`config.mk`:
```
export PLATFORM = sky130hd
export DESIGN_NAME = sector_extent_allocator_core
export DESIGN_NICKNAME = d
export VERILOG_FILES = /design/src/hw/rtl/sea_pkg.sv /design/src/hw/rtl/sea_ram.sv /design/src/hw/rtl/sea_div.sv /design/src/hw/rtl/sea_dp.sv /design/src/hw/rtl/sea_ctrl.sv /design/src/hw/rtl/sector_extent_allocator_core.sv
export SDC_FILE = /design/constraint.sdc
export NUM_CORES = 2
export LEC_CHECK = 0
export BUFFER_PORTS_ARGS = -buffer_cell sky130_fd_sc_hd__buf_4
export CAP_MARGIN = 20
export CORE_MARGIN = 1.5
export CORE_UTILIZATION = 40
export CTS_CLUSTER_DIAMETER = 120
export DETAILED_ROUTE_END_ITERATION = 10
export MAX_ROUTING_LAYER = met4
export PLACE_DENSITY = 0.61
export SYNTH_ARGS = -nofsm -noshare
export SYNTH_HDL_FRONTEND = slang
export SYNTH_SLANG_ARGS = --single-unit
```
`constraint.sdc`:
```
create_clock -name clk -period 10.8 [get_ports clk]
set_input_delay 1.62 -clock clk [delete_from_list [all_inputs] [get_ports clk]]
set_output_delay 1.62 -clock clk [all_outputs]
set_load 0.01 [all_outputs]
```
`src/hw/rtl/sea_pkg.sv`:
```
// Shared types, codes and operation list of the sector extent allocator.
`timescale 1ns / 1ps
package sea_pkg;

	localparam logic [7:0]  NUL_PTR    = 8'hFF;
	localparam logic [15:0] INVALID_ID = 16'h00FF;

	localparam logic [1:0] CMD_FORMAT = 2'd0;
	localparam logic [1:0] CMD_CREATE = 2'd1;
	localparam logic [1:0] CMD_DELETE = 2'd2;
	localparam logic [1:0] CMD_OPEN   = 2'd3;

	localparam logic [2:0] ST_OK            = 3'd0;
	localparam logic [2:0] ST_NOT_FORMATTED = 3'd1;
	localparam logic [2:0] ST_INVALID_ID    = 3'd2;
	localparam logic [2:0] ST_NO_SPACE      = 3'd3;
	localparam logic [2:0] ST_NOT_FOUND     = 3'd4;

	localparam logic [1:0] REG_SECTOR_BYTES = 2'd0;
	localparam logic [1:0] REG_DATA_START   = 2'd1;
	localparam logic [1:0] REG_TOTAL        = 2'd2;

	typedef struct packed {
		logic [1:0]  command;
		logic [15:0] item_id;
		logic [15:0] item_size;
	} in_item_t;

	typedef struct packed {
		logic [2:0]  status;
		logic [15:0] extent_start;
		logic [15:0] extent_bytes;
		logic [7:0]  node_slot;
	} out_item_t;

	typedef struct packed {
		logic [15:0] ident;
		logic [15:0] bytes;
		logic [15:0] start;
		logic [7:0]  next;
		logic [7:0]  prev;
	} node_rec_t;

	typedef enum logic [4:0] {
		DP_NOP, DP_LATCH, DP_FMT_WR, DP_RES_ERR, DP_FIND_INIT, DP_RD_CUR, DP_ADV,
		DP_RES_OPEN, DP_DEL_HOLD, DP_DEL_P, DP_DEL_PW, DP_DEL_X, DP_DEL_XW, DP_DEL_N,
		DP_DIV_SIZE, DP_NEED_SET, DP_EMPTY_FIT, DP_RD_HEAD, DP_HEAD_FIT, DP_SCAN_DIV,
		DP_END_SET, DP_LIM_FIT, DP_ALLOC, DP_ALLOC_R, DP_ALLOC_B, DP_ALLOC_BW,
		DP_ALLOC_A, DP_ALLOC_AW, DP_RES_CREATE, DP_OUT_LOAD
	} dp_op_t;

	typedef struct packed {
		dp_op_t     op;
		logic [2:0] st;
	} dp_cmd_t;

	typedef struct packed {
		logic [1:0] command;
		logic       id_bad;
		logic       formatted;
		logic       free_ok;
		logic       list_ok;
		logic       cur_ok;
		logic       id_match;
		logic       prev_ok;
		logic       next_ok;
		logic       fmt_last;
		logic       div_done;
		logic       empty_fit;
		logic       head_fit;
		logic       lim_fit;
		logic       before_ok;
		logic       after_ok;
	} dp_stat_t;

endpackage

```
`src/hw/rtl/sea_ram.sv`:
```
// Generic single-port RAM with registered read.
`timescale 1ns / 1ps
module sea_ram #(
	parameter int WIDTH = 64,
	parameter int DEPTH = 16
) (
	input  logic                                  clk,
	input  logic                                  we,
	input  logic [(DEPTH > 1 ? $clog2(DEPTH) : 1)-1:0] addr,
	input  logic [WIDTH-1:0]                      wdata,
	output logic [WIDTH-1:0]                      rdata
);
	logic [WIDTH-1:0] mem [DEPTH];

	always_ff @(posedge clk) begin
		if (we) begin
			mem[addr] <= wdata;
		end else begin
			rdata <= mem[addr];
		end
	end
endmodule

```
`src/hw/rtl/sea_div.sv`:
```
// Restoring divider, one quotient bit per cycle.
`timescale 1ns / 1ps
module sea_div (
	input  logic        clk,
	input  logic        arst_n,
	input  logic        start,
	input  logic [16:0] dividend,
	input  logic [15:0] divisor,
	output logic        busy,
	output logic [16:0] quotient
);
	localparam int DIV_STEPS = 17;

	logic        busy_q;
	logic [4:0]  cnt_q;
	logic [16:0] rem_q;
	logic [16:0] quo_q;
	logic [15:0] dvs_q;
	logic [16:0] trial;
	logic [16:0] diff;
	logic        ge;

	assign trial = {rem_q[15:0], quo_q[16]};
	assign ge    = trial >= {1'b0, dvs_q};
	assign diff  = trial - {1'b0, dvs_q};

	always_ff @(posedge clk or negedge arst_n) begin
		if (!arst_n) begin
			busy_q <= 1'b0;
			cnt_q  <= '0;
		end else if (start) begin
			busy_q <= 1'b1;
			cnt_q  <= '0;
		end else if (busy_q) begin
			cnt_q <= 5'(cnt_q + 5'd1);
			if (cnt_q == 5'(DIV_STEPS - 1)) begin
				busy_q <= 1'b0;
			end
		end
	end

	always_ff @(posedge clk) begin
		if (start) begin
			rem_q <= '0;
			quo_q <= dividend;
			dvs_q <= divisor;
		end else if (busy_q) begin
			rem_q <= ge ? diff : trial;
			quo_q <= {quo_q[15:0], ge};
		end
	end

	assign busy     = busy_q;
	assign quotient = quo_q;
endmodule

```
`src/hw/rtl/sea_dp.sv`:
```
// Allocator datapath: registers, node RAM, divider and fit compares.
`timescale 1ns / 1ps
module sea_dp #(
	parameter int NODE_COUNT = 16
) (
	input  logic               clk,
	input  logic               arst_n,
	input  sea_pkg::dp_cmd_t   cmd,
	output sea_pkg::dp_stat_t  stat,
	input  sea_pkg::in_item_t  in_data,
	output sea_pkg::out_item_t out_data,
	input  logic               cfg_we,
	input  logic [1:0]         cfg_index,
	input  logic [15:0]        cfg_data
);
	localparam int         AW       = NODE_COUNT > 1 ? $clog2(NODE_COUNT) : 1;
	localparam logic [7:0] NODE_LIM = 8'(NODE_COUNT);

	function automatic logic is_node(input logic [7:0] p);
		return p < NODE_LIM;
	endfunction

	logic [15:0] sb_q, ds_q, ts_q;
	logic        formatted_q;
	logic [7:0]  list_head_q, free_head_q;
	sea_pkg::in_item_t  in_q;
	sea_pkg::node_rec_t rec_q;
	sea_pkg::out_item_t res_q, out_q;
	logic [7:0]  cur_q, steps_q, idx_q, before_q, after_q, slot_q;
	logic [16:0] need_q, end_q;
	logic [15:0] at_q;

	logic               ram_we;
	logic [7:0]         ram_ptr;
	sea_pkg::node_rec_t ram_wdata, ram_rdata;

	logic        div_start, div_busy;
	logic [15:0] div_bytes, sbe;
	logic [16:0] div_dividend, div_quo, lim;

	sea_ram #(.WIDTH($bits(sea_pkg::node_rec_t)), .DEPTH(NODE_COUNT)) u_ram (
		.clk   (clk),
		.we    (ram_we),
		.addr  (ram_ptr[AW-1:0]),
		.wdata (ram_wdata),
		.rdata (ram_rdata)
	);

	assign sbe          = (sb_q == 16'd0) ? 16'd1 : sb_q;
	assign div_bytes    = (cmd.op == sea_pkg::DP_SCAN_DIV) ? ram_rdata.bytes : in_q.item_size;
	assign div_dividend = 17'({1'b0, div_bytes} + {1'b0, sbe} - 17'd1);
	assign div_start    = (cmd.op == sea_pkg::DP_DIV_SIZE) || (cmd.op == sea_pkg::DP_SCAN_DIV);

	sea_div u_div (
		.clk      (clk),
		.arst_n   (arst_n),
		.start    (div_start),
		.dividend (div_dividend),
		.divisor  (sbe),
		.busy     (div_busy),
		.quotient (div_quo)
	);

	assign lim = is_node(rec_q.next) ? {1'b0, ram_rdata.start} : {1'b0, ts_q};

	always_comb begin
		stat.command   = in_q.command;
		stat.id_bad    = in_q.item_id == sea_pkg::INVALID_ID;
		stat.formatted = formatted_q;
		stat.free_ok   = is_node(free_head_q);
		stat.list_ok   = is_node(list_head_q);
		stat.cur_ok    = is_node(cur_q) && (steps_q < NODE_LIM);
		stat.id_match  = ram_rdata.ident == in_q.item_id;
		stat.prev_ok   = is_node(rec_q.prev);
		stat.next_ok   = is_node(rec_q.next);
		stat.fmt_last  = idx_q == 8'(NODE_COUNT - 1);
		stat.div_done  = !div_busy;
		stat.empty_fit = (ts_q >= ds_q) && ({1'b0, 16'(ts_q - ds_q)} >= need_q);
		stat.head_fit  = (ram_rdata.start > ds_q)
			&& ({1'b0, 16'(ram_rdata.start - ds_q)} >= need_q);
		stat.lim_fit   = (lim >= end_q) && (17'(lim - end_q) >= need_q);
		stat.before_ok = is_node(before_q);
		stat.after_ok  = is_node(after_q);
	end

	// Node RAM port: one read or one write per cycle.
	always_comb begin
		ram_we    = 1'b0;
		ram_ptr   = cur_q;
		ram_wdata = rec_q;
		case (cmd.op)
			sea_pkg::DP_FMT_WR: begin
				ram_we    = 1'b1;
				ram_ptr   = idx_q;
				ram_wdata = '0;
				ram_wdata.next = stat.fmt_last ? sea_pkg::NUL_PTR : 8'(idx_q + 8'd1);
				ram_wdata.prev = sea_pkg::NUL_PTR;
			end
			sea_pkg::DP_DEL_P:  ram_ptr = rec_q.prev;
			sea_pkg::DP_DEL_PW: begin
				ram_we    = 1'b1;
				ram_ptr   = rec_q.prev;
				ram_wdata = ram_rdata;
				ram_wdata.next = rec_q.next;
			end
			sea_pkg::DP_DEL_X:  ram_ptr = rec_q.next;
			sea_pkg::DP_DEL_XW: begin
				ram_we    = 1'b1;
				ram_ptr   = rec_q.next;
				ram_wdata = ram_rdata;
				ram_wdata.prev = rec_q.prev;
			end
			sea_pkg::DP_DEL_N: begin
				ram_we    = 1'b1;
				ram_wdata.next = free_head_q;
				ram_wdata.prev = sea_pkg::NUL_PTR;
			end
			sea_pkg::DP_RD_HEAD: ram_ptr = list_head_q;
			sea_pkg::DP_END_SET: ram_ptr = rec_q.next;
			sea_pkg::DP_ALLOC:   ram_ptr = free_head_q;
			sea_pkg::DP_ALLOC_R: begin
				ram_we    = 1'b1;
				ram_ptr   = slot_q;
				ram_wdata = '{ident: in_q.item_id, bytes: in_q.item_size, start: at_q,
					next: after_q, prev: before_q};
			end
			sea_pkg::DP_ALLOC_B:  ram_ptr = before_q;
			sea_pkg::DP_ALLOC_BW: begin
				ram_we    = 1'b1;
				ram_ptr   = before_q;
				ram_wdata = ram_rdata;
				ram_wdata.next = slot_q;
			end
			sea_pkg::DP_ALLOC_A:  ram_ptr = after_q;
			sea_pkg::DP_ALLOC_AW: begin
				ram_we    = 1'b1;
				ram_ptr   = after_q;
				ram_wdata = ram_rdata;
				ram_wdata.prev = slot_q;
			end
			default: ;
		endcase
	end

	always_ff @(posedge clk or negedge arst_n) begin
		if (!arst_n) begin
			sb_q        <= 16'd16;
			ds_q        <= 16'd1;
			ts_q        <= 16'hFFFF;
			formatted_q <= 1'b0;
			list_head_q <= sea_pkg::NUL_PTR;
			free_head_q <= sea_pkg::NUL_PTR;
		end else begin
			if (cfg_we) begin
				case (cfg_index)
					sea_pkg::REG_SECTOR_BYTES: sb_q <= cfg_data;
					sea_pkg::REG_DATA_START:   ds_q <= cfg_data;
					sea_pkg::REG_TOTAL:        ts_q <= cfg_data;
					default: ;
				endcase
			end
			case (cmd.op)
				sea_pkg::DP_FMT_WR: begin
					if (stat.fmt_last) begin
						list_head_q <= sea_pkg::NUL_PTR;
						free_head_q <= 8'd0;
						formatted_q <= 1'b1;
					end
				end
				sea_pkg::DP_DEL_P: begin
					if (!stat.prev_ok) begin
						list_head_q <= rec_q.next;
					end
				end
				sea_pkg::DP_DEL_N:   free_head_q <= cur_q;
				sea_pkg::DP_ALLOC_R: free_head_q <= ram_rdata.next;
				sea_pkg::DP_ALLOC_B: begin
					if (!stat.before_ok) begin
						list_head_q <= slot_q;
					end
				end
				default: ;
			endcase
		end
	end

	always_ff @(posedge clk) begin
		case (cmd.op)
			sea_pkg::DP_LATCH: begin
				in_q  <= in_data;
				idx_q <= 8'd0;
			end
			sea_pkg::DP_FMT_WR:  idx_q <= 8'(idx_q + 8'd1);
			sea_pkg::DP_RES_ERR: res_q <= '{status: cmd.st, default: '0};
			sea_pkg::DP_FIND_INIT, sea_pkg::DP_RD_HEAD: begin
				cur_q   <= list_head_q;
				steps_q <= 8'd0;
			end
			sea_pkg::DP_ADV: begin
				cur_q   <= ram_rdata.next;
				steps_q <= 8'(steps_q + 8'd1);
			end
			sea_pkg::DP_RES_OPEN: res_q <= '{status: sea_pkg::ST_OK,
				extent_start: ram_rdata.start, extent_bytes: ram_rdata.bytes, node_slot: cur_q};
			sea_pkg::DP_DEL_HOLD: rec_q <= ram_rdata;
			sea_pkg::DP_DEL_N: res_q <= '{status: sea_pkg::ST_OK, extent_start: 16'd0,
				extent_bytes: 16'd0, node_slot: cur_q};
			sea_pkg::DP_NEED_SET: need_q <= div_quo;
			sea_pkg::DP_EMPTY_FIT: begin
				at_q     <= ds_q;
				before_q <= sea_pkg::NUL_PTR;
				after_q  <= sea_pkg::NUL_PTR;
			end
			sea_pkg::DP_HEAD_FIT: begin
				at_q     <= ds_q;
				before_q <= sea_pkg::NUL_PTR;
				after_q  <= list_head_q;
			end
			sea_pkg::DP_SCAN_DIV: rec_q <= ram_rdata;
			sea_pkg::DP_END_SET:  end_q <= 17'({1'b0, rec_q.start} + div_quo);
			sea_pkg::DP_LIM_FIT: begin
				at_q     <= end_q[15:0];
				before_q <= cur_q;
				after_q  <= rec_q.next;
				cur_q    <= rec_q.next;
				steps_q  <= 8'(steps_q + 8'd1);
			end
			sea_pkg::DP_ALLOC: slot_q <= free_head_q;
			sea_pkg::DP_RES_CREATE: res_q <= '{status: sea_pkg::ST_OK, extent_start: at_q,
				extent_bytes: in_q.item_size, node_slot: slot_q};
			sea_pkg::DP_OUT_LOAD: out_q <= res_q;
			default: ;
		endcase
	end

	assign out_data = out_q;
endmodule

```
`src/hw/rtl/sea_ctrl.sv`:
```
// Allocator controller: command sequencer and output handshake.
`timescale 1ns / 1ps
module sea_ctrl (
	input  logic              clk,
	input  logic              arst_n,
	input  logic              in_valid,
	output logic              in_ready,
	output logic              out_valid,
	input  logic              out_ready,
	output sea_pkg::dp_cmd_t  cmd,
	input  sea_pkg::dp_stat_t stat
);
	typedef enum logic [4:0] {
		S_IDLE, S_DISPATCH, S_FMT, S_FMT_END, S_FIND, S_FIND_CHK,
		S_DEL_P, S_DEL_PW, S_DEL_X, S_DEL_XW, S_DEL_N,
		S_NEED_W, S_LIST_CHK, S_HEAD_CHK, S_SCAN, S_SCAN_R, S_SCAN_W, S_SCAN_L,
		S_ALLOC, S_ALLOC_R, S_ALLOC_B, S_ALLOC_BW, S_ALLOC_A, S_ALLOC_AW,
		S_RES_C, S_DONE
	} state_t;

	state_t state_q, state_d;
	logic   out_valid_q;

	always_comb begin
		state_d = state_q;
		cmd     = '{op: sea_pkg::DP_NOP, st: sea_pkg::ST_OK};
		case (state_q)
			S_IDLE: begin
				if (in_valid) begin
					cmd.op  = sea_pkg::DP_LATCH;
					state_d = S_DISPATCH;
				end
			end
			S_DISPATCH: begin
				state_d = S_DONE;
				if (stat.command == sea_pkg::CMD_FORMAT) begin
					state_d = S_FMT;
				end else if (stat.command == sea_pkg::CMD_CREATE) begin
					if (stat.id_bad) begin
						cmd = '{op: sea_pkg::DP_RES_ERR, st: sea_pkg::ST_INVALID_ID};
					end else if (!stat.formatted) begin
						cmd = '{op: sea_pkg::DP_RES_ERR, st: sea_pkg::ST_NOT_FORMATTED};
					end else if (!stat.free_ok) begin
						cmd = '{op: sea_pkg::DP_RES_ERR, st: sea_pkg::ST_NO_SPACE};
					end else begin
						cmd.op  = sea_pkg::DP_DIV_SIZE;
						state_d = S_NEED_W;
					end
				end else if (!stat.formatted) begin
					cmd = '{op: sea_pkg::DP_RES_ERR, st: sea_pkg::ST_NOT_FORMATTED};
				end else begin
					cmd.op  = sea_pkg::DP_FIND_INIT;
					state_d = S_FIND;
				end
			end
			S_FMT: begin
				cmd.op = sea_pkg::DP_FMT_WR;
				if (stat.fmt_last) begin
					state_d = S_FMT_END;
				end
			end
			S_FMT_END: begin
				cmd     = '{op: sea_pkg::DP_RES_ERR, st: sea_pkg::ST_OK};
				state_d = S_DONE;
			end
			S_FIND: begin
				if (stat.cur_ok) begin
					cmd.op  = sea_pkg::DP_RD_CUR;
					state_d = S_FIND_CHK;
				end else begin
					cmd     = '{op: sea_pkg::DP_RES_ERR, st: sea_pkg::ST_NOT_FOUND};
					state_d = S_DONE;
				end
			end
			S_FIND_CHK: begin
				if (!stat.id_match) begin
					cmd.op  = sea_pkg::DP_ADV;
					state_d = S_FIND;
				end else if (stat.command == sea_pkg::CMD_OPEN) begin
					cmd.op  = sea_pkg::DP_RES_OPEN;
					state_d = S_DONE;
				end else begin
					cmd.op  = sea_pkg::DP_DEL_HOLD;
					state_d = S_DEL_P;
				end
			end
			S_DEL_P: begin
				cmd.op  = sea_pkg::DP_DEL_P;
				state_d = stat.prev_ok ? S_DEL_PW : S_DEL_X;
			end
			S_DEL_PW: begin
				cmd.op  = sea_pkg::DP_DEL_PW;
				state_d = S_DEL_X;
			end
			S_DEL_X: begin
				cmd.op  = sea_pkg::DP_DEL_X;
				state_d = stat.next_ok ? S_DEL_XW : S_DEL_N;
			end
			S_DEL_XW: begin
				cmd.op  = sea_pkg::DP_DEL_XW;
				state_d = S_DEL_N;
			end
			S_DEL_N: begin
				cmd.op  = sea_pkg::DP_DEL_N;
				state_d = S_DONE;
			end
			S_NEED_W: begin
				if (stat.div_done) begin
					cmd.op  = sea_pkg::DP_NEED_SET;
					state_d = S_LIST_CHK;
				end
			end
			S_LIST_CHK: begin
				if (stat.list_ok) begin
					cmd.op  = sea_pkg::DP_RD_HEAD;
					state_d = S_HEAD_CHK;
				end else if (stat.empty_fit) begin
					cmd.op  = sea_pkg::DP_EMPTY_FIT;
					state_d = S_ALLOC;
				end else begin
					cmd     = '{op: sea_pkg::DP_RES_ERR, st: sea_pkg::ST_NO_SPACE};
					state_d = S_DONE;
				end
			end
			S_HEAD_CHK: begin
				if (stat.head_fit) begin
					cmd.op  = sea_pkg::DP_HEAD_FIT;
					state_d = S_ALLOC;
				end else begin
					state_d = S_SCAN;
				end
			end
			S_SCAN: begin
				if (stat.cur_ok) begin
					cmd.op  = sea_pkg::DP_RD_CUR;
					state_d = S_SCAN_R;
				end else begin
					cmd     = '{op: sea_pkg::DP_RES_ERR, st: sea_pkg::ST_NO_SPACE};
					state_d = S_DONE;
				end
			end
			S_SCAN_R: begin
				cmd.op  = sea_pkg::DP_SCAN_DIV;
				state_d = S_SCAN_W;
			end
			S_SCAN_W: begin
				if (stat.div_done) begin
					cmd.op  = sea_pkg::DP_END_SET;
					state_d = S_SCAN_L;
				end
			end
			S_SCAN_L: begin
				cmd.op  = sea_pkg::DP_LIM_FIT;
				state_d = stat.lim_fit ? S_ALLOC : S_SCAN;
			end
			S_ALLOC: begin
				cmd.op  = sea_pkg::DP_ALLOC;
				state_d = S_ALLOC_R;
			end
			S_ALLOC_R: begin
				cmd.op  = sea_pkg::DP_ALLOC_R;
				state_d = S_ALLOC_B;
			end
			S_ALLOC_B: begin
				cmd.op  = sea_pkg::DP_ALLOC_B;
				state_d = stat.before_ok ? S_ALLOC_BW : S_ALLOC_A;
			end
			S_ALLOC_BW: begin
				cmd.op  = sea_pkg::DP_ALLOC_BW;
				state_d = S_ALLOC_A;
			end
			S_ALLOC_A: begin
				cmd.op  = sea_pkg::DP_ALLOC_A;
				state_d = stat.after_ok ? S_ALLOC_AW : S_RES_C;
			end
			S_ALLOC_AW: begin
				cmd.op  = sea_pkg::DP_ALLOC_AW;
				state_d = S_RES_C;
			end
			S_RES_C: begin
				cmd.op  = sea_pkg::DP_RES_CREATE;
				state_d = S_DONE;
			end
			S_DONE: begin
				if (!out_valid_q || out_ready) begin
					cmd.op  = sea_pkg::DP_OUT_LOAD;
					state_d = S_IDLE;
				end
			end
			default: state_d = S_IDLE;
		endcase
	end

	always_ff @(posedge clk or negedge arst_n) begin
		if (!arst_n) begin
			state_q     <= S_IDLE;
			out_valid_q <= 1'b0;
		end else begin
			state_q <= state_d;
			if (cmd.op == sea_pkg::DP_OUT_LOAD) begin
				out_valid_q <= 1'b1;
			end else if (out_ready) begin
				out_valid_q <= 1'b0;
			end
		end
	end

	assign in_ready  = state_q == S_IDLE;
	assign out_valid = out_valid_q;
endmodule

```
`src/hw/rtl/sector_extent_allocator_core.sv`:
```
// Top level of the sector extent allocator.
`timescale 1ns / 1ps
// First-fit allocator of sector extents over a table of NODE_COUNT nodes kept
// in a single-port RAM as a sorted doubly linked list plus a free list. Commands
// (format, create, delete, open) arrive on a valid/ready input channel; each
// one gives exactly one result on the output channel, held in an output
// register so the next command is taken while the last result still waits.
// Commands are handled one at a time. Format writes one RAM entry per node.
// Open and delete walk the list node by node; delete then relinks the
// neighbours of the node it frees. Create divides the size into sectors,
// then scans the list node by node, dividing each node's size in turn, and
// then links the new node in. The pace is set by the shared bit-serial
// divider and the single RAM port, which serves one read or one write per
// cycle. Node contents are not cleared at reset; only format chains nodes,
// and only the contents of chained nodes are ever used. Configuration
// writes (bytes per sector, data start, total sectors) take effect at once
// and must be made while no command is in progress.
module sector_extent_allocator_core #(
	parameter int NODE_COUNT = 16
) (
	input  logic               clk,
	input  logic               arst_n,
	input  logic               in_valid,
	output logic               in_ready,
	input  sea_pkg::in_item_t  in_data,
	output logic               out_valid,
	input  logic               out_ready,
	output sea_pkg::out_item_t out_data,
	input  logic               cfg_we,
	input  logic [1:0]         cfg_index,
	input  logic [15:0]        cfg_data
);
	sea_pkg::dp_cmd_t  cmd;
	sea_pkg::dp_stat_t stat;

	// Sequencer: walks each command through its steps, owns the handshakes.
	sea_ctrl u_ctrl (
		.clk       (clk),
		.arst_n    (arst_n),
		.in_valid  (in_valid),
		.in_ready  (in_ready),
		.out_valid (out_valid),
		.out_ready (out_ready),
		.cmd       (cmd),
		.stat      (stat)
	);

	// Datapath: node RAM, list heads, divider, compares and result registers.
	sea_dp #(.NODE_COUNT(NODE_COUNT)) u_dp (
		.clk       (clk),
		.arst_n    (arst_n),
		.cmd       (cmd),
		.stat      (stat),
		.in_data   (in_data),
		.out_data  (out_data),
		.cfg_we    (cfg_we),
		.cfg_index (cfg_index),
		.cfg_data  (cfg_data)
	);
endmodule

```
; Word level (Yosys, flattened, before mapping)
; Memories as Yosys holds them, arrays and structs flattened. A register that Yosys moved wholly into a read port is not among the register bits.
; Index checks and enable logic that the tools add are counted.
[totals]
register_bits = 408
ram_bits = 1024
in_bits = 57
out_inout_bits = 45
memories = 1
[memory_table]
columns = name, depth, width, rd, rd_ports_with_merged_regs, write_ports, line
row1 = u_dp.u_ram.mem, 16, 64, 1, 1, 1, sea_ram.sv:13  ; logic [WIDTH-1:0] mem [DEPTH];
[classes]
addsub = 10
magnitude_cmp = 15
n_eq_ne = 69
mux = 81
reduce_logical = 41
[op_table]
columns = operator, n
row1 = $pmux 43 s4, 1
row2 = $pmux 48 s3, 1
row3 = $mux 5, 26
row4 = $eq 5x5->1 const B, 25
row5 = $pmux 5 s25, 1
row6 = $pmux 5 s24, 1
row7 = $pmux 16 s7, 1
row8 = $pmux 8 s3, 4
row9 = $eq 5x4->1 const B, 16
row10 = $mux 8, 9
row11 = $lt 8x5->1 const B, 8
row12 = $mux 16, 4
row13 = $pmux 8 s2, 3
row14 = $sub 16x16->16, 3
row15 = $eq 5x3->1 const B, 7
row16 = $ge 16x17->1, 2
row17 = $ge 17x17->1, 2
row18 = $mux 17, 2
row19 = $pmux 16 s2, 1
row20 = $pmux 4 s8, 1
row21 = $mux 4, 6
row22 = $eq 5x2->1 const B, 4
row23 = $add 16x16->17, 1
row24 = $add 16x17->17, 1
row25 = other kinds (35), 86

; Longest topological paths before layout
[logic_depth]
ltp_word = 12
ltp_mapped = 28
mapped_depth_nobuf = 26

; Hierarchy
; From an unflattened synthesis, not the netlist that was laid out.
[unflattened]
hier_cells = 3931
area_unflattened_um2 = 64632.0
[modules_own_cells]
columns = mod, instances, cells_each, area_per_inst_um2, seq_area_each_um2
row1 = sea_ram, 1, 1649, 40159.8, 32671.3
row2 = sea_dp, 1, 1787, 20014.2, 10137.2
row3 = sea_div, 1, 289, 3146.8, 1461.4
row4 = sea_ctrl, 1, 206, 1311.3, 150.1

; Worst setup path before layout
; Ideal clock, no wire load.
[synth_path]
path_kind = reg2reg
start = register u_dp.ts_q[0]
end = memory u_dp.u_ram.mem[12][0], enable pin
arrival_ns = 10.659
required_ns = 10.156
path_slack_ns = -0.503
stages_incl_launch_ff = 27
n_path_buf = 4
synth_period_minus_slack_ns = 11.303
cell_sequence = dfstp_2 -> inv_1 -> ha_1 -> fa_1 -> nand2b_1 -> a21o_1 -> a21oi_1 -> nand3_1 -> nand2_1 -> a21o_1 -> a21o_1 -> a21o_1 -> a21oi_1 -> xnor2_1 -> ha_1 -> o2111ai_1 -> a21oi_1 -> o21ai_0 -> a221oi_1 -> o22ai_1 -> and4b_1 -> buf_6 -> mux2i_1 -> buf_2 -> buf_2 -> clkbuf_1 -> nor4_1
[synth_via]
elab_chain_len = 11
[synth_lines]
columns = item, line
row1 = start: declaration, sea_dp.sv:23  ; logic [15:0] sb_q, ds_q, ts_q;
row2 = start signal: assignment, sea_dp.sv:158  ; sea_pkg::REG_TOTAL: ts_q <= cfg_data;
row3 = $sub 16x16->16, sea_dp.sv:78  ; stat.empty_fit = (ts_q >= ds_q) && ({1'b0, 16'(ts_q - ds_q)} >= need_q);
row4 = $ge 16x17->1, sea_dp.sv:78
row5 = $logic_and 1x1->1 (*), sea_dp.sv:78
row6 = $mux 5 (*), sea_ctrl.sv:117  ; end else if (stat.empty_fit) begin
row7 = $mux 5 (*), sea_ctrl.sv:114  ; if (stat.list_ok) begin
row8 = $pmux 5 s25 (*), sea_ctrl.sv:27  ; case (state_q)
row9 = "$eq 5x4->1, or another cell as far along", sea_dp.sv:91  ; case (cmd.op)
row10 = $reduce_or 7->1 (no line), n/a
row11 = $mux 1, sea_dp.sv:91
row12 = $mux 1, sea_ram.sv:16  ; if (we) begin
row13 = $mux 1 (implied by the code), sea_ram.sv:17  ; mem[addr] <= wdata;
row14 = end: declaration, sea_ram.sv:13
; Mark *: on every way between the ends. The rest lies on a longest branch, timed or not.

; Worst setup path after layout
[layout_path]
start = register u_dp.ds_q[1]
end = register u_dp.u_ram.rdata[59], read port of u_dp.u_ram.mem (data pin)
[layout_via]
elab_chain_len = 10
[layout_lines]
columns = item, line
row1 = start: declaration, sea_dp.sv:23
row2 = start signal: assignment, sea_dp.sv:157  ; sea_pkg::REG_DATA_START: ds_q <= cfg_data;
row3 = $sub 16x16->16, sea_dp.sv:78
row4 = $ge 16x17->1, sea_dp.sv:78
row5 = $logic_and 1x1->1, sea_dp.sv:78
row6 = $mux 5, sea_ctrl.sv:117
row7 = $mux 5, sea_ctrl.sv:114
row8 = $pmux 5 s25 (*), sea_ctrl.sv:27
row9 = "$eq 5x4->1, or another cell as far along", sea_dp.sv:91
row10 = $reduce_or 7->1 (no line), n/a
row11 = $mux 1, sea_dp.sv:91
row12 = $logic_not 1->1 (no line), n/a
row13 = end: declaration, sea_ram.sv:11  ; output logic [WIDTH-1:0] rdata
; Marks and branches as above.
; A chain may end at the register's enable or synchronous reset.

==> qor.csv <==
stage;metric;value;unit
run_status;status;completed;
timing;rsz0062_at_grt;no;
worst_setup_path;crit_cells;26;
clock_tree;postCtsResizedCells;0;
worst_setup_path;critPathCaptureType;flip-flop;
clock_tree;cts_hold_buf;0;
yosys;synth_fp_nets;4522;
yosys;synthFlopType;edfxtp_1;
layout;fin_nets;4651;
yosys;synth_area;0.0645;mm2
grt;grt_pass1_vias;36800;
place;gp_congestion;0.918;
min_path;hp-class;reg -> reg;
timing;worstMarginPinSlew;1.18;ns
pwr;p_switching;9.13;mW
place;hpwl;103;mm
grt;antenna_found_initial;2;
yosys;synth_most_common_cell;edfxtp_1;
clock_tree;postCtsSetupBuffers;0;
floorplan;dieArea;0.164;mm2
clock_tree;cts_tree;done;
pwr;power_leakage;26.2;nW
drt;route.detailed.drc;0;
worst_setup_path;crit_family;compound AO/OA/AOI/OAI gates;
clock_tree;cts.path.max_buffers;3;
yosys;avgSynthCellArea;15.0;um2
yosys;synth_edf_count;1403;
clock_tree;numCtsBuffers;156;
yosys;synth_cells;4295;
worst_setup_path;critPathLaunchType;flip-flop;
drt;drt-initial-drc-count;4228;
place;io_buffers;101;
pwr;cellPowerDensity;332;mW/mm2
layout;fin_cells;6706;
timing;period_needed;8.39;ns
clock_tree;clk_latency;0.80;ns
yosys;yosysUniqueCellTypes;82;
clock_tree;cts_max_level;4;
drt;wl_per_cell;25.2;um
min_path;whs_path_depth;0;
worst_setup_path;arrival;8.92;ns
clock_tree;path_clk_slew;0.06;ns
grt;grt_start_max_net_pins;138;
yosys;synthArstFlopShare;0.0515;
yosys;yosys.area.top_type;edfxtp_1;
floorplan;die_y;404;um
timing;hold_violations;0;
place;dp.cells;6425;
layout;drive_gt1_frac;0.119;
drt;vias;37900;
worst_setup_path;path_buf_inv;3;
yosys;ys.warnings.count;0;
floorplan;initial_utilization;0.402;
timing;finalClockSkew;0.0266;ns
worst_setup_path;cp_slowest_stage_delay;0.92;ns
layout;area_growth;12.7;%
clock_tree;clockRootBuffer;clkbuf_16;
clock_tree;cts.sinks;1496;
yosys;synth_area_leaders;edfxtp_1 65%, mux2i_1 8.5%, ha_1 3.2%;
pwr;seq_power_share;0.378;
floorplan;chipWidth;404;um
timing;drv_slew;0;
flow_run;maxCapViolCount;0;
worst_setup_path;worstPathRequired;11.32;ns
drt;totalWireLength;169;mm
pwr;internal-power;15.0;mW
floorplan;rows;147;
timing;fmax;119;MHz
floorplan;design.core.area;0.160;mm2
grt;grtUsageTotal;0.210;
timing;setup_viol;0;
drt;drtAntennaViolNets;0;
timing;slew_headroom;0.210;
grt;grt_pass1_wl;247;mm
drt;dr.pass1.iters;9;
layout;nFillCells;14200;
worst_setup_path;crit_fanout;137;
pwr;clkPwrFrac;0.215;
timing;hold_slack;0.417;ns
pwr;switching_share;0.378;
yosys;yosysTopAreaCellShare;0.653;
yosys;synth.cells.most_frequent;1,403 x edfxtp_1, 549 x mux2i_1, 260 x o22ai_1;
yosys;synth-seq-cells;1496;
floorplan;ios;102;
pwr;power_frac_comb;0.407;
drt;vias_per_cell;5.65;
worst_setup_path;r2r_cells;26;
worst_setup_path;critical_path_class;reg -> reg;
grt;grt-ovfl-total;0;
timing;finalCritPeriodShare;0.777;
pwr;ir_worst_vdd;0.000638;V
worst_setup_path;slowest_stage;buf_4;
yosys;synth_seq_area_share;0.689;
## kinds of logic (layout without fill, tap and decap cells)
logic type	count (synthesis)	after routing	synth area share
DFF	1496	1496	0.689
AOI/OAI and AO/OA	811	811	0.0861
and+or+nand+nor	689	689	0.0546
muxes	600	600	0.0941
buffers and inverters	431	681	0.0292
adders and majority gates	171	171	0.0338
xor gates and xnor gates	97	97	0.0132
other	0	1	0
## final cells by class
cell class / count / area (um2) / area share
well taps: 2160 / 2700 / 0.0372
repair buffers: 180 / 1390 / 0.0192
inverters: 222 / 836 / 0.0115
clock buffers: 213 / 4210 / 0.0580
clock inverters: 66 / 666 / 0.00916
flip-flops and latches: 1496 / 44400 / 0.611
multi-input cells: 2368 / 18400 / 0.254
diodes: 1 / 2.50 / 0.0000344
## flip-flops by register name, indices dropped and copies added, names as in the netlist, 16 cells and up
name	cells
u_dp.at_q	16
u_dp.in_q	32
u_dp.u_ram.mem	1024
u_dp.out_data	43
u_dp.ts_q	16
u_dp.rec_q	64
u_dp.u_div.dvs_q	16
u_dp.u_ram.rdata	64
u_dp.u_div.quotient	17
u_dp.need_q	17
u_dp.res_q	43
u_dp.u_div.rem_q	16
u_dp.sb_q	16
u_dp.ds_q	16
u_dp.end_q	17
## final timing paths
check / from / to / slack [ns]
max: u_dp.ds_q[1] / u_dp.u_ram.rdata[59] / 2.41
min in group asynchronous: arst_n / u_dp.formatted_q / 0.75
max reg2reg: u_dp.ds_q[1] / u_dp.u_ram.rdata[59] / 2.41
min reg2reg: u_dp.res_q[1] / u_dp.out_data[1] / 0.42
max in group asynchronous: arst_n / u_dp.sb_q[10] / 8.90
min: u_dp.res_q[1] / u_dp.out_data[1] / 0.42
## stage by stage
stage,setup TNS [ns],area [um2],utilization,setup WS (ns),power [mW]
6_report,0,72700,0.453,2.41,24.1
5_1_grt,0,72700,0.453,1.92,25.3
4_1_cts,0,72700,0.453,2.67,24.2
3_5_place_dp,0,67800,0.423,2.65,19.0
3_3_place_gp,0,67800,0.422,2.85,18.9
2_1_floorplan,-13.62,64500,-,-0.213,16.0
## power by group through the flow
stage                     sequential [mW]  clock [mW]  combinational (mW)
final                                9.13        5.19                9.83
after global routing                 9.21        5.51                10.6
after CTS                            9.12        5.28                9.82
after detailed placement             9.23           0                9.80
after global placement               9.20           0                9.67
after floorplan                      9.00           0                7.00
## metal layers
| layer | global-route usage | vias up | part of all wire |
|---|---|---|---|
| li1 | - | 17000 | - |
| met1 | 0.283 | 19300 | 0.44 |
| met3 | 0.0313 | 247 | 0.064 |
| met2 | 0.331 | 1295 | 0.48 |
| met4 | 0.0568 | 0 | 0.021 |
| met5 | - | - | 0 |
## placed cells by master, fill, tap and decap left out, types with 24 or more instances in the layout
| cell | instances |
|---|---|
| xor2_1 | 46 |
| dfrtp_1 | 43 |
| nand2_1 | 183 |
| a222oi_1 | 64 |
| a21oi_1 | 97 |
| nor2b_1 | 31 |
| a22o_1 | 50 |
| o21ai_0 | 126 |
| clkbuf_1 | 52 |
| edfxtp_1 | 1403 |
| o22ai_1 | 260 |
| a22oi_1 | 24 |
| ha_1 | 163 |
| inv_1 | 219 |
| or4_1 | 72 |
| nor2_1 | 149 |
| nand3_1 | 39 |
| nand4_1 | 25 |
| mux2_2 | 51 |
| xnor2_1 | 51 |
| nand2b_1 | 30 |
| clkbuf_16 | 160 |
| buf_4 | 175 |
| nor3_1 | 37 |
| mux2i_1 | 548 |
| dfstp_2 | 34 |
(Power assumes the default switching activity.)
